$ cat config.mk
export PLATFORM = sky130hd
export DESIGN_NAME = link_session_and_ack_controller
export DESIGN_NICKNAME = d
export VERILOG_FILES = /design/src/rtl/core/lsac_pkg.sv /design/src/rtl/core/link_session_and_ack_controller.sv
export VERILOG_INCLUDE_DIRS = /design/src /design/src/rtl/core
export SDC_FILE = /design/constraint.sdc
export NUM_CORES = 1
export LEC_CHECK = 0
export BUFFER_PORTS_ARGS = -buffer_cell sky130_fd_sc_hd__buf_2
export CORE_MARGIN = 5
export CORE_UTILIZATION = 60
export DETAILED_ROUTE_END_ITERATION = 7
export GPL_TIMING_DRIVEN = 1
export PLACE_DENSITY = 0.79
export SLEW_MARGIN = 20
export SYNTH_ARGS = -nofsm -noshare
export SYNTH_HDL_FRONTEND = slang
export SYNTH_SLANG_ARGS = --single-unit
$ cat constraint.sdc
create_clock -name i_clk -period 6.9 [get_ports i_clk]
set_input_delay 0 -clock i_clk [delete_from_list [all_inputs] [get_ports i_clk]]
set_output_delay 0 -clock i_clk [all_outputs]
set_load 0.005 [all_outputs]
$ cat src/rtl/core/link_session_and_ack_controller_assert.svh
// ----------------------------------------------------------------------------
// Link session and ack controller assertion macros
// Concurrent check wrappers; define NO_ASSERTIONS to compile them out.
// ----------------------------------------------------------------------------
`ifndef LINK_SESSION_AND_ACK_CONTROLLER_ASSERT_SVH
`define LINK_SESSION_AND_ACK_CONTROLLER_ASSERT_SVH

`ifndef NO_ASSERTIONS

// Check a property on every clock edge outside reset
`define LSAC_ASSERT_CLK(lbl, clk, rst_n, prop, msg) \
    lbl: assert property (@(posedge clk) disable iff (!rst_n) prop) else $error(msg);

// Check a property on every clock edge, reset included
`define LSAC_ASSERT_ALWAYS(lbl, clk, prop, msg) \
    lbl: assert property (@(posedge clk) prop) else $error(msg);

`else

`define LSAC_ASSERT_CLK(lbl, clk, rst_n, prop, msg)
`define LSAC_ASSERT_ALWAYS(lbl, clk, prop, msg)

`endif

`endif

$ cat src/rtl/core/lsac_pkg.sv
// ----------------------------------------------------------------------------
// Link session and ack controller package
// Word types, codes and register defaults shared by the controller.
// ----------------------------------------------------------------------------
package lsac_pkg;

    // Default depth of the reliable message queue
    localparam int unsigned QUEUE_DEPTH_DEF = 16;

    // Action codes
    localparam logic [1:0] ACT_TICK   = 2'd0;
    localparam logic [1:0] ACT_PACKET = 2'd1;
    localparam logic [1:0] ACT_QUEUE  = 2'd2;

    // Received packet kinds
    localparam logic [2:0] KIND_VIDEO  = 3'd0;
    localparam logic [2:0] KIND_STATUS = 3'd1;
    localparam logic [2:0] KIND_HELLO  = 3'd2;
    localparam logic [2:0] KIND_TIME   = 3'd3;
    localparam logic [2:0] KIND_LOST   = 3'd4;
    localparam logic [2:0] KIND_FULL   = 3'd5;

    // Session states
    localparam logic [2:0] SES_CONNECTING = 3'd0;
    localparam logic [2:0] SES_QUEUED     = 3'd1;
    localparam logic [2:0] SES_ERROR      = 3'd2;
    localparam logic [2:0] SES_FULL       = 3'd3;
    localparam logic [2:0] SES_LOST       = 3'd4;
    localparam logic [2:0] SES_VERSION    = 3'd5;
    localparam logic [2:0] SES_STREAMING  = 3'd6;

    // Send codes
    localparam logic [1:0] SEND_NONE  = 2'd0;
    localparam logic [1:0] SEND_HELLO = 2'd1;
    localparam logic [1:0] SEND_TIME  = 2'd2;
    localparam logic [1:0] SEND_CTRL  = 2'd3;

    // Configuration register indexes
    localparam int unsigned CFG_IDX_W = 3;
    localparam logic [CFG_IDX_W-1:0] CFG_EXP_VERSION  = 3'd0;
    localparam logic [CFG_IDX_W-1:0] CFG_MAX_RETRIES  = 3'd1;
    localparam logic [CFG_IDX_W-1:0] CFG_RETRANSMIT   = 3'd2;
    localparam logic [CFG_IDX_W-1:0] CFG_STREAM_TMO   = 3'd3;
    localparam logic [CFG_IDX_W-1:0] CFG_POLL_INTERVL = 3'd4;

    // Register reset values
    localparam logic [7:0] RST_EXP_VERSION = 8'd0;
    localparam logic [7:0] RST_MAX_RETRIES = 8'd5;
    localparam logic [7:0] RST_RETRANSMIT  = 8'd16;
    localparam logic [7:0] RST_STREAM_TMO  = 8'd125;
    localparam logic [7:0] RST_POLL        = 8'd100;
    localparam logic [7:0] SEQ_MAX         = 8'hFF;

    // Input word
    typedef struct packed {
        logic [1:0]         action;
        logic [2:0]         packet_kind;
        logic               packet_complete;
        logic [7:0]         peer_version;
        logic signed [31:0] queue_wait;
        logic [7:0]         ack_seq;
        logic [7:0]         peer_seq;
        logic               has_payload;
        logic [15:0]        message_tag;
    } t_link_in;

    // Result word
    typedef struct packed {
        logic [2:0]         session_state;
        logic [1:0]         send_kind;
        logic               carries_message;
        logic [15:0]        head_tag;
        logic [7:0]         local_seq;
        logic [7:0]         remote_seq;
        logic               deliver_payload;
        logic signed [31:0] wait_time;
        logic               queue_dropped;
    } t_link_out;

endpackage

$ cat src/rtl/core/link_session_and_ack_controller.sv
// ----------------------------------------------------------------------------
// Link session and ack controller
// Client side session tracker with stop-and-wait reliable message queue.
// ----------------------------------------------------------------------------
// Usage:
//   Input channel (i_in_valid / o_in_stall / i_in_word) takes one word per
//   cycle while o_in_stall is low: a refresh tick, a classified received
//   packet or a queue request. Every accepted word yields exactly one
//   result word on the output channel (o_out_valid / i_out_stall /
//   o_out_word), in order, after passing the read stage and then the output
//   register. The session state is updated at the accept edge while the
//   queue memory is read at the head address; the registered read data
//   joins the result in the output stage. Throughput is one word per cycle
//   while the receiver does not stall, as the session registers update on
//   each accepted word and the queue RAM has one write plus one read port.
//   Configuration writes (i_cfg_valid / o_cfg_ready) are always taken and
//   should land only while no word is in flight.
//   Reset clears the session to connecting, empties the queue and loads the
//   register defaults; no clearing pass is needed, queue entries are only
//   used after being written.
//   When the receiver stalls, the result holds in the output register, one
//   more word parks in the read stage, and then o_in_stall rises.
// ----------------------------------------------------------------------------
`include "link_session_and_ack_controller_assert.svh"

module link_session_and_ack_controller #(
    parameter int unsigned QUEUE_DEPTH = lsac_pkg::QUEUE_DEPTH_DEF
) (
    input  logic                               i_clk,
    input  logic                               i_rst_n,
    input  logic                               i_in_valid,
    output logic                               o_in_stall,
    input  lsac_pkg::t_link_in                 i_in_word,
    output logic                               o_out_valid,
    input  logic                               i_out_stall,
    output lsac_pkg::t_link_out                o_out_word,
    input  logic                               i_cfg_valid,
    output logic                               o_cfg_ready,
    input  logic [lsac_pkg::CFG_IDX_W-1:0]     i_cfg_index,
    input  logic [7:0]                         i_cfg_data
);
    import lsac_pkg::*;

    localparam int unsigned PTR_W = (QUEUE_DEPTH > 1) ? $clog2(QUEUE_DEPTH) : 1;
    localparam int unsigned CNT_W = $clog2(QUEUE_DEPTH + 1);
    localparam logic [PTR_W-1:0] PTR_LAST = PTR_W'(QUEUE_DEPTH - 1);
    localparam logic [CNT_W-1:0] CNT_FULL = CNT_W'(QUEUE_DEPTH);

    // Configuration registers
    logic [7:0] r_exp_version;
    logic [7:0] r_max_retries;
    logic [7:0] r_retransmit;
    logic [7:0] r_stream_tmo;
    logic [7:0] r_poll_interval;

    // Session state
    logic [2:0]         r_session,   n_session;
    logic [7:0]         r_retry,     n_retry;
    logic [7:0]         r_poll,      n_poll;
    logic signed [31:0] r_wait,      n_wait;
    logic [7:0]         r_timer,     n_timer;
    logic [7:0]         r_cseq,      n_cseq;
    logic [7:0]         r_sseq,      n_sseq;
    logic [PTR_W-1:0]   r_head,      n_head;
    logic [PTR_W-1:0]   r_tail,      n_tail;
    logic [CNT_W-1:0]   r_count,     n_count;

    // Queue memory
    logic [15:0] r_mem [QUEUE_DEPTH];
    logic [15:0] r_rd_data;

    // Pipeline
    logic      r_s1_valid;
    t_link_out r_s1_word;
    t_link_out n_s1_word;
    logic      r_out_valid;
    t_link_out r_out_word;
    t_link_out w_out_next;

    logic       w_accept;
    logic       w_out_free;
    logic       w_s1_adv;
    logic       w_push;
    logic [7:0] w_retry_inc;
    logic       w_nonempty;
    logic [1:0] w_send;
    logic       w_carries;
    logic       w_deliver;
    logic       w_dropped;

    // Handshake
    assign w_out_free  = !r_out_valid || !i_out_stall;
    assign w_s1_adv    = r_s1_valid && w_out_free;
    assign o_in_stall  = r_s1_valid && !w_out_free;
    assign w_accept    = i_in_valid && !o_in_stall;
    assign o_out_valid = r_out_valid;
    assign o_out_word  = r_out_word;
    assign o_cfg_ready = 1'b1;

    assign w_retry_inc = (r_retry == SEQ_MAX) ? SEQ_MAX : r_retry + 8'd1;
    assign w_nonempty  = (r_count != '0);

    // Compute the session update for the offered word
    always_comb begin
        n_session = r_session;
        n_retry   = r_retry;
        n_poll    = r_poll;
        n_wait    = r_wait;
        n_timer   = r_timer;
        n_cseq    = r_cseq;
        n_sseq    = r_sseq;
        n_head    = r_head;
        n_tail    = r_tail;
        n_count   = r_count;
        w_send    = SEND_NONE;
        w_carries = 1'b0;
        w_deliver = 1'b0;
        w_dropped = 1'b0;
        w_push    = 1'b0;
        case (i_in_word.action)
            ACT_TICK: begin
                if (r_session == SES_STREAMING) begin
                    w_send = SEND_CTRL;
                    if (r_timer == 8'd0) begin
                        if (w_nonempty) begin
                            w_carries = 1'b1;
                            n_timer   = r_retransmit;
                        end
                    end else begin
                        n_timer = r_timer - 8'd1;
                    end
                    n_retry = w_retry_inc;
                    if (w_retry_inc >= r_stream_tmo) begin
                        n_session = SES_LOST;
                    end
                end else begin
                    if ((r_session == SES_CONNECTING || r_session == SES_QUEUED)
                            && r_poll == 8'd0) begin
                        n_retry = w_retry_inc;
                        if (w_retry_inc >= r_max_retries) begin
                            n_session = SES_ERROR;
                        end else begin
                            w_send = (r_session == SES_CONNECTING) ? SEND_HELLO : SEND_TIME;
                        end
                    end
                    n_poll = (r_poll != 8'd0) ? r_poll - 8'd1 : r_poll_interval;
                end
            end
            ACT_PACKET: begin
                case (i_in_word.packet_kind)
                    KIND_VIDEO: begin
                        n_session = SES_STREAMING;
                        n_retry   = 8'd0;
                    end
                    KIND_STATUS: begin
                        if (i_in_word.packet_complete) begin
                            // Acknowledged head message: pop and advance
                            if (w_nonempty && i_in_word.ack_seq == r_cseq) begin
                                n_head  = (r_head == PTR_LAST) ? '0 : r_head + 1'b1;
                                n_count = r_count - 1'b1;
                                n_cseq  = r_cseq + 8'd1;
                                n_timer = 8'd0;
                            end
                            // In-order reliable payload from the peer
                            if (i_in_word.peer_seq == r_sseq + 8'd1
                                    && i_in_word.has_payload) begin
                                n_sseq    = r_sseq + 8'd1;
                                w_deliver = 1'b1;
                            end
                        end
                    end
                    KIND_HELLO: begin
                        if (r_session == SES_CONNECTING) begin
                            if (i_in_word.peer_version != r_exp_version) begin
                                n_session = SES_VERSION;
                            end else begin
                                n_session = SES_QUEUED;
                                n_retry   = 8'd0;
                                n_wait    = i_in_word.queue_wait;
                            end
                        end
                    end
                    KIND_TIME: begin
                        if (r_session == SES_QUEUED) begin
                            n_retry = 8'd0;
                            n_wait  = i_in_word.queue_wait;
                        end
                    end
                    KIND_LOST: n_session = SES_LOST;
                    KIND_FULL: n_session = SES_FULL;
                    default: ;
                endcase
            end
            ACT_QUEUE: begin
                if (r_count == CNT_FULL) begin
                    w_dropped = 1'b1;
                end else begin
                    w_push  = 1'b1;
                    n_tail  = (r_tail == PTR_LAST) ? '0 : r_tail + 1'b1;
                    n_count = r_count + 1'b1;
                end
            end
            default: ;
        endcase
    end

    // Assemble the result word, head tag joins in the output stage
    always_comb begin
        n_s1_word                 = '0;
        n_s1_word.session_state   = n_session;
        n_s1_word.send_kind       = w_send;
        n_s1_word.carries_message = w_carries;
        n_s1_word.local_seq       = n_cseq;
        n_s1_word.remote_seq      = n_sseq;
        n_s1_word.deliver_payload = w_deliver;
        n_s1_word.wait_time       = n_wait;
        n_s1_word.queue_dropped   = w_dropped;
    end

    // Merge the registered head tag into the outgoing word
    always_comb begin
        w_out_next          = r_s1_word;
        w_out_next.head_tag = r_s1_word.carries_message ? r_rd_data : 16'd0;
    end

    // Configuration registers
    always_ff @(posedge i_clk) begin
        if (!i_rst_n) begin
            r_exp_version   <= RST_EXP_VERSION;
            r_max_retries   <= RST_MAX_RETRIES;
            r_retransmit    <= RST_RETRANSMIT;
            r_stream_tmo    <= RST_STREAM_TMO;
            r_poll_interval <= RST_POLL;
        end else if (i_cfg_valid && o_cfg_ready) begin
            case (i_cfg_index)
                CFG_EXP_VERSION:  r_exp_version   <= i_cfg_data;
                CFG_MAX_RETRIES:  r_max_retries   <= i_cfg_data;
                CFG_RETRANSMIT:   r_retransmit    <= i_cfg_data;
                CFG_STREAM_TMO:   r_stream_tmo    <= i_cfg_data;
                CFG_POLL_INTERVL: r_poll_interval <= i_cfg_data;
                default: ;
            endcase
        end
    end

    // Session registers, advance on each accepted word
    always_ff @(posedge i_clk) begin
        if (!i_rst_n) begin
            r_session <= SES_CONNECTING;
            r_retry   <= 8'd0;
            r_poll    <= 8'd0;
            r_wait    <= '0;
            r_timer   <= 8'd0;
            r_cseq    <= 8'd0;
            r_sseq    <= SEQ_MAX;
            r_head    <= '0;
            r_tail    <= '0;
            r_count   <= '0;
        end else if (w_accept) begin
            r_session <= n_session;
            r_retry   <= n_retry;
            r_poll    <= n_poll;
            r_wait    <= n_wait;
            r_timer   <= n_timer;
            r_cseq    <= n_cseq;
            r_sseq    <= n_sseq;
            r_head    <= n_head;
            r_tail    <= n_tail;
            r_count   <= n_count;
        end
    end

    // Queue memory: write at tail, read head with the accepted word
    always_ff @(posedge i_clk) begin
        if (w_accept && w_push) begin
            r_mem[r_tail] <= i_in_word.message_tag;
        end
        if (w_accept) begin
            r_rd_data <= r_mem[r_head];
        end
    end

    // Pipeline control
    always_ff @(posedge i_clk) begin
        if (!i_rst_n) begin
            r_s1_valid  <= 1'b0;
            r_out_valid <= 1'b0;
        end else begin
            if (w_accept) begin
                r_s1_valid <= 1'b1;
            end else if (w_s1_adv) begin
                r_s1_valid <= 1'b0;
            end
            if (w_s1_adv) begin
                r_out_valid <= 1'b1;
            end else if (!i_out_stall) begin
                r_out_valid <= 1'b0;
            end
        end
    end

    // Pipeline payload
    always_ff @(posedge i_clk) begin
        if (w_accept) begin
            r_s1_word <= n_s1_word;
        end
        if (w_s1_adv) begin
            r_out_word <= w_out_next;
        end
    end

    // Checks
    `LSAC_ASSERT_CLK(a_count_bound, i_clk, i_rst_n, r_count <= CNT_FULL, "queue count over depth")
    `LSAC_ASSERT_CLK(a_empty_ptrs, i_clk, i_rst_n, (r_count == '0) |-> (r_head == r_tail), "empty queue with split pointers")
    `LSAC_ASSERT_CLK(a_carry_ctrl, i_clk, i_rst_n, (o_out_valid && o_out_word.carries_message) |-> (o_out_word.send_kind == SEND_CTRL), "message outside control packet")
    `LSAC_ASSERT_CLK(a_full_stall, i_clk, i_rst_n, (r_s1_valid && r_out_valid && i_out_stall) |-> o_in_stall, "input taken with both stages blocked")
    `LSAC_ASSERT_CLK(a_seq_step, i_clk, i_rst_n, ($past(i_rst_n) && r_cseq != $past(r_cseq)) |-> (r_cseq == $past(r_cseq) + 8'd1), "client sequence skipped")

endmodule

==> results by group <==
Clock network
  • Number of buffers on the longest clock path: 3
  • Resized Gates After CTS: 0
  • Clock Latency Late Sink: about 0.6 ns
  • Register clock-pin slew on the reported worst setup and hold paths: 0.06 ns
  • Max H-tree Level: 2
  • Root buf cell: sky130_fd_sc_hd__clkbuf_16
  • TritonCTS clock tree: yes
  • CTS sink count: 530
  • Number of buffers added by the clock tree synthesis step: 52

Worst setup path
  • Worst r2r dst: r_s1_word[67]
  • Path depth of the worst reg2reg path: 11
  • Crit Path Max Fanout: 10
  • Internal reg-to-reg setup slack: between 3 and 4 ns
  • Data required time of the worst path: 7.26 ns
  • WP data arrival: ~3.4 ns
  • Crit path capture type: register
  • Category of the most critical setup path: reg -> reg
  • Kind of start point of the critical path: register
  • Reg2reg start: r_retry[2]

STA
  • Number of max-slew violations in the final report: 0
  • Final-layout worst hold slack: between 0.07 and 0.08 ns
  • Maximum clock rate: roughly 330 MHz
  • Max-slew headroom at the worst pin: 30.3%
  • Setup Total Neg Slack: 0 ns
  • Period Utilization, post-route: 44.1%
  • Final worst clock skew: between 0.02 and 0.03 ns
  • Setup repair after global routing missed its margin: no
  • Slew of the pin with the lowest slew margin: 1.05 ns
  • Hold Violations, Final: 0
  • Final count of negative-setup-slack endpoints: 0
  • Final critical-path required period: around 3 ns

Min path
  • Hold path start: i_in_word[75]
  • Instance count along the most critical hold path: 4
  • Classification of the worst-slack hold path: in -> reg
  • Min-Delay Endpoint: r_session[2]

Layout
  • Filler cell count: approximately 2200
  • Area used by sequential logic in the layout: ~15000 µm²
  • Proportion of layout cells with a drive suffix above 1: about a quarter
  • Fin nets: ~1800
  • Util after Layout: around 71%
  • Non-filler instance count after layout: roughly 2200
  • Multi-input logic area: roughly 6300 µm²
  • Layout overhead on the synthesized area: 18.3%

Pwr
  • Power density cells: between 200 and 300 nW/µm²
  • Reported leakage power: around 0.009 µW
  • Worst-case vdd ir drop: ~0.34 mV

Detailed routing
  • Post-DRT Antenna Nets: 0
  • Vias post-DR: ~13000
  • Number of violations reported at the end of detailed-routing iteration 0: 1134
  • Routed via count divided by cell count: roughly 6.1
  • Drt wl/cell: 22.7 µm
  • WL final: 49000 µm
  • Pre-Repair DR Iteration Count: 5
  • Number of remaining DRC errors: 0

Floorplanning
  • Die Outline Area: about 39000 µm²
  • Core Footprint: ~35000 µm²
  • Std-Cell Rows: around 70
  • Count of pins on the block boundary: 170
  • Y dimension of the die: about 200 µm
  • Die X-Extent: 199 µm
  • Starting density of the core: ~60%

Logic synthesis
  • Count of unique library cells instantiated by Yosys: between 70 and 80
  • Top flip-flop cell by instance count after synthesis: sky130_fd_sc_hd__edfxtp_1
  • Cell area after technology mapping: approximately 21000 µm²
  • Proportion of synthesized chip area in sequential cells: between 60 and 70%
  • Register bit total from synthesis: 530
  • Yosys Warn Count: 0
  • Net Count, Synth: around 1500
  • Post-synth EDFFs: 400
  • Synthesized instance count: roughly 1400
  • Fraction of registers with async set/reset: 0%
  • Mapped Avg Cell Area: around 15 µm²

Global routing
  • Largest net degree at the start of global routing: ~70
  • All-Layer GR Usage: 24.8%
  • Antenna violations before repair: 1
  • Wire length of the first global-routing pass: roughly 75000 µm
  • Via count of the first global-routing pass: around 13000
  • Overall overflow remaining after global route: 0

Job
  • Maxcap violations: 0

Outcome
  • Result of the run: completed

Placement
  • Gpl congestion: between 0.8 and 0.9
  • Number of placed instances, taps included: roughly 2000
  • HPWL after detailed placement: 28500 µm
  • # port buffers: 168
-- per-stage QoR --
stage               total power (µW)  area [µm²]  worst slack, ns
floorplan                       3710       21300            0.718
CTS                             6800       25200             3.90
detailed placement              3830       22700             3.94
finish                          6750       25200             3.86
global route                    6980       25200             3.61
global placement                3820       22700             4.05
-- power by group --
group          internal [µW]  switching [µW]
Clock                   1770            1180
Combinational            113             180
Sequential              3480            25.8
Total                   5370            1390
-- registers in the layout (all words and copies together) (netlist names) --
| register | cells |
|---|---|
| r_rd_data | 16 |
| o_out_valid | 1 |
| r_session | 3 |
| o_out_word | 72 |
| r_head | 4 |
| r_retry | 8 |
| r_sseq | 8 |
| r_timer | 8 |
| r_mem | 256 |
| r_cseq | 8 |
| r_tail | 4 |
| r_exp_version | 8 |
| r_s1_word | 56 |
| r_s1_valid | 1 |
| r_stream_tmo | 8 |
| r_poll | 8 |
| r_max_retries | 8 |
| r_wait | 32 |
| r_retransmit | 8 |
| r_poll_interval | 8 |
| r_count | 5 |
-- final cells by class --
cell class              count  share of cell area, %
diodes                      2                 0.0198
clock buffers              69                   6.02
clock inverters            27                   1.20
inverters                  33                  0.496
multi-input cells         771                   25.0
flip-flops and latches    530                   57.9
well taps                 461                   2.29
repair buffers            268                   7.03
-- routing by layer --
metal	part of all wire (%)	GRT usage, %	up-vias
met5	0	0	-
met4	2.6	7.88	0
met3	8.2	3.59	105
met2	48	40.7	641
met1	41	34.9	6460
li1	-	-	5879
-- cell usage after synthesis, types with 14 or more instances --
library cell / count / area, µm²
sky130_fd_sc_hd__a211oi_1: 14 / 105
sky130_fd_sc_hd__a21oi_1: 61 / 305
sky130_fd_sc_hd__a22o_1: 38 / 333
sky130_fd_sc_hd__a31oi_1: 14 / 87.6
sky130_fd_sc_hd__and2_1: 23 / 144
sky130_fd_sc_hd__and3_1: 15 / 93.8
sky130_fd_sc_hd__buf_2: 15 / 75.1
sky130_fd_sc_hd__clkbuf_1: 43 / 161
sky130_fd_sc_hd__dfxtp_1: 130 / 2600
sky130_fd_sc_hd__edfxtp_1: 400 / 12000
sky130_fd_sc_hd__ha_1: 30 / 375
sky130_fd_sc_hd__inv_1: 31 / 116
sky130_fd_sc_hd__mux2_2: 34 / 383
sky130_fd_sc_hd__mux4_2: 80 / 1800
sky130_fd_sc_hd__nand2_1: 137 / 514
sky130_fd_sc_hd__nand3_1: 35 / 175
sky130_fd_sc_hd__nor2_1: 63 / 236
sky130_fd_sc_hd__nor3_1: 22 / 110
sky130_fd_sc_hd__o21ai_0: 28 / 140
sky130_fd_sc_hd__xnor2_1: 21 / 184
sky130_fd_sc_hd__xor2_1: 36 / 315
-- logic make-up after synthesis --
logic type | Yosys count | synth area share, %
other | 1 | 0.0176
AND/OR/NAND/NOR | 355 | 8.09
flip-flops | 530 | 68.5
buffers and inverters | 104 | 2.05
XOR/XNOR | 57 | 2.34
adder cells (fa/ha/maj) | 31 | 1.85
AO/OA/AOI/OAI | 205 | 6.52
multiplexers | 122 | 10.6
-- worst max-delay path, stage by stage (launching register included) --
cell and delay [ns]:
sky130_fd_sc_hd__dfxtp_1 0.41, sky130_fd_sc_hd__and3_1 0.22, sky130_fd_sc_hd__and3_1 0.21, sky130_fd_sc_hd__nand3_1 0.29, sky130_fd_sc_hd__and2_1 0.32, sky130_fd_sc_hd__ha_1 0.28
sky130_fd_sc_hd__and3_1 0.14, sky130_fd_sc_hd__o21ai_0 0.14, sky130_fd_sc_hd__nand3b_1 0.13, sky130_fd_sc_hd__a21oi_1 0.19, sky130_fd_sc_hd__nand2_1 0.07, sky130_fd_sc_hd__a2111oi_0 0.42
-- what timing repair did --
item,4_1_cts,5_1_grt
hold buffers,73,0
buffers inserted,0,0
hold endpoints to repair,393,0
-- placed cells by master, fill, tap and decap left out, drive strengths merged, types with 21 or more instances in the layout --
| master | synthesis | routed |
|---|---|---|
| dfxtp | 130 | 130 |
| edfxtp | 400 | 400 |
| clkbuf | 44 | 69 |
| nor3 | 24 | 24 |
| nand3 | 35 | 35 |
| xor2 | 36 | 36 |
| and2 | 23 | 23 |
| a21oi | 61 | 61 |
| o21ai | 31 | 31 |
| nand2 | 137 | 137 |
| a22o | 38 | 38 |
| xnor2 | 21 | 21 |
| nor2 | 63 | 63 |
| buf | 27 | 195 |
| mux4 | 80 | 80 |
| inv | 32 | 34 |
| mux2 | 34 | 34 |
| dlygate4sd3 | 0 | 73 |
| ha | 30 | 30 |
-- worst max path at each step --
stage	start	cells past startpoint	to	slack (ns)
final	r_retry[2]	11	r_s1_word[67]	3.86
after global routing	r_retry[2]	11	r_s1_word[67]	3.61
after CTS	r_retry[2]	11	r_s1_word[67]	3.90
after detailed placement	r_retry[2]	11	r_s1_word[67]	3.94
after global placement	r_retry[2]	11	r_s1_word[67]	4.05
after floorplan	r_s1_valid	1	o_out_word[0]	0.72
Power figures use the tool's default switching activity.
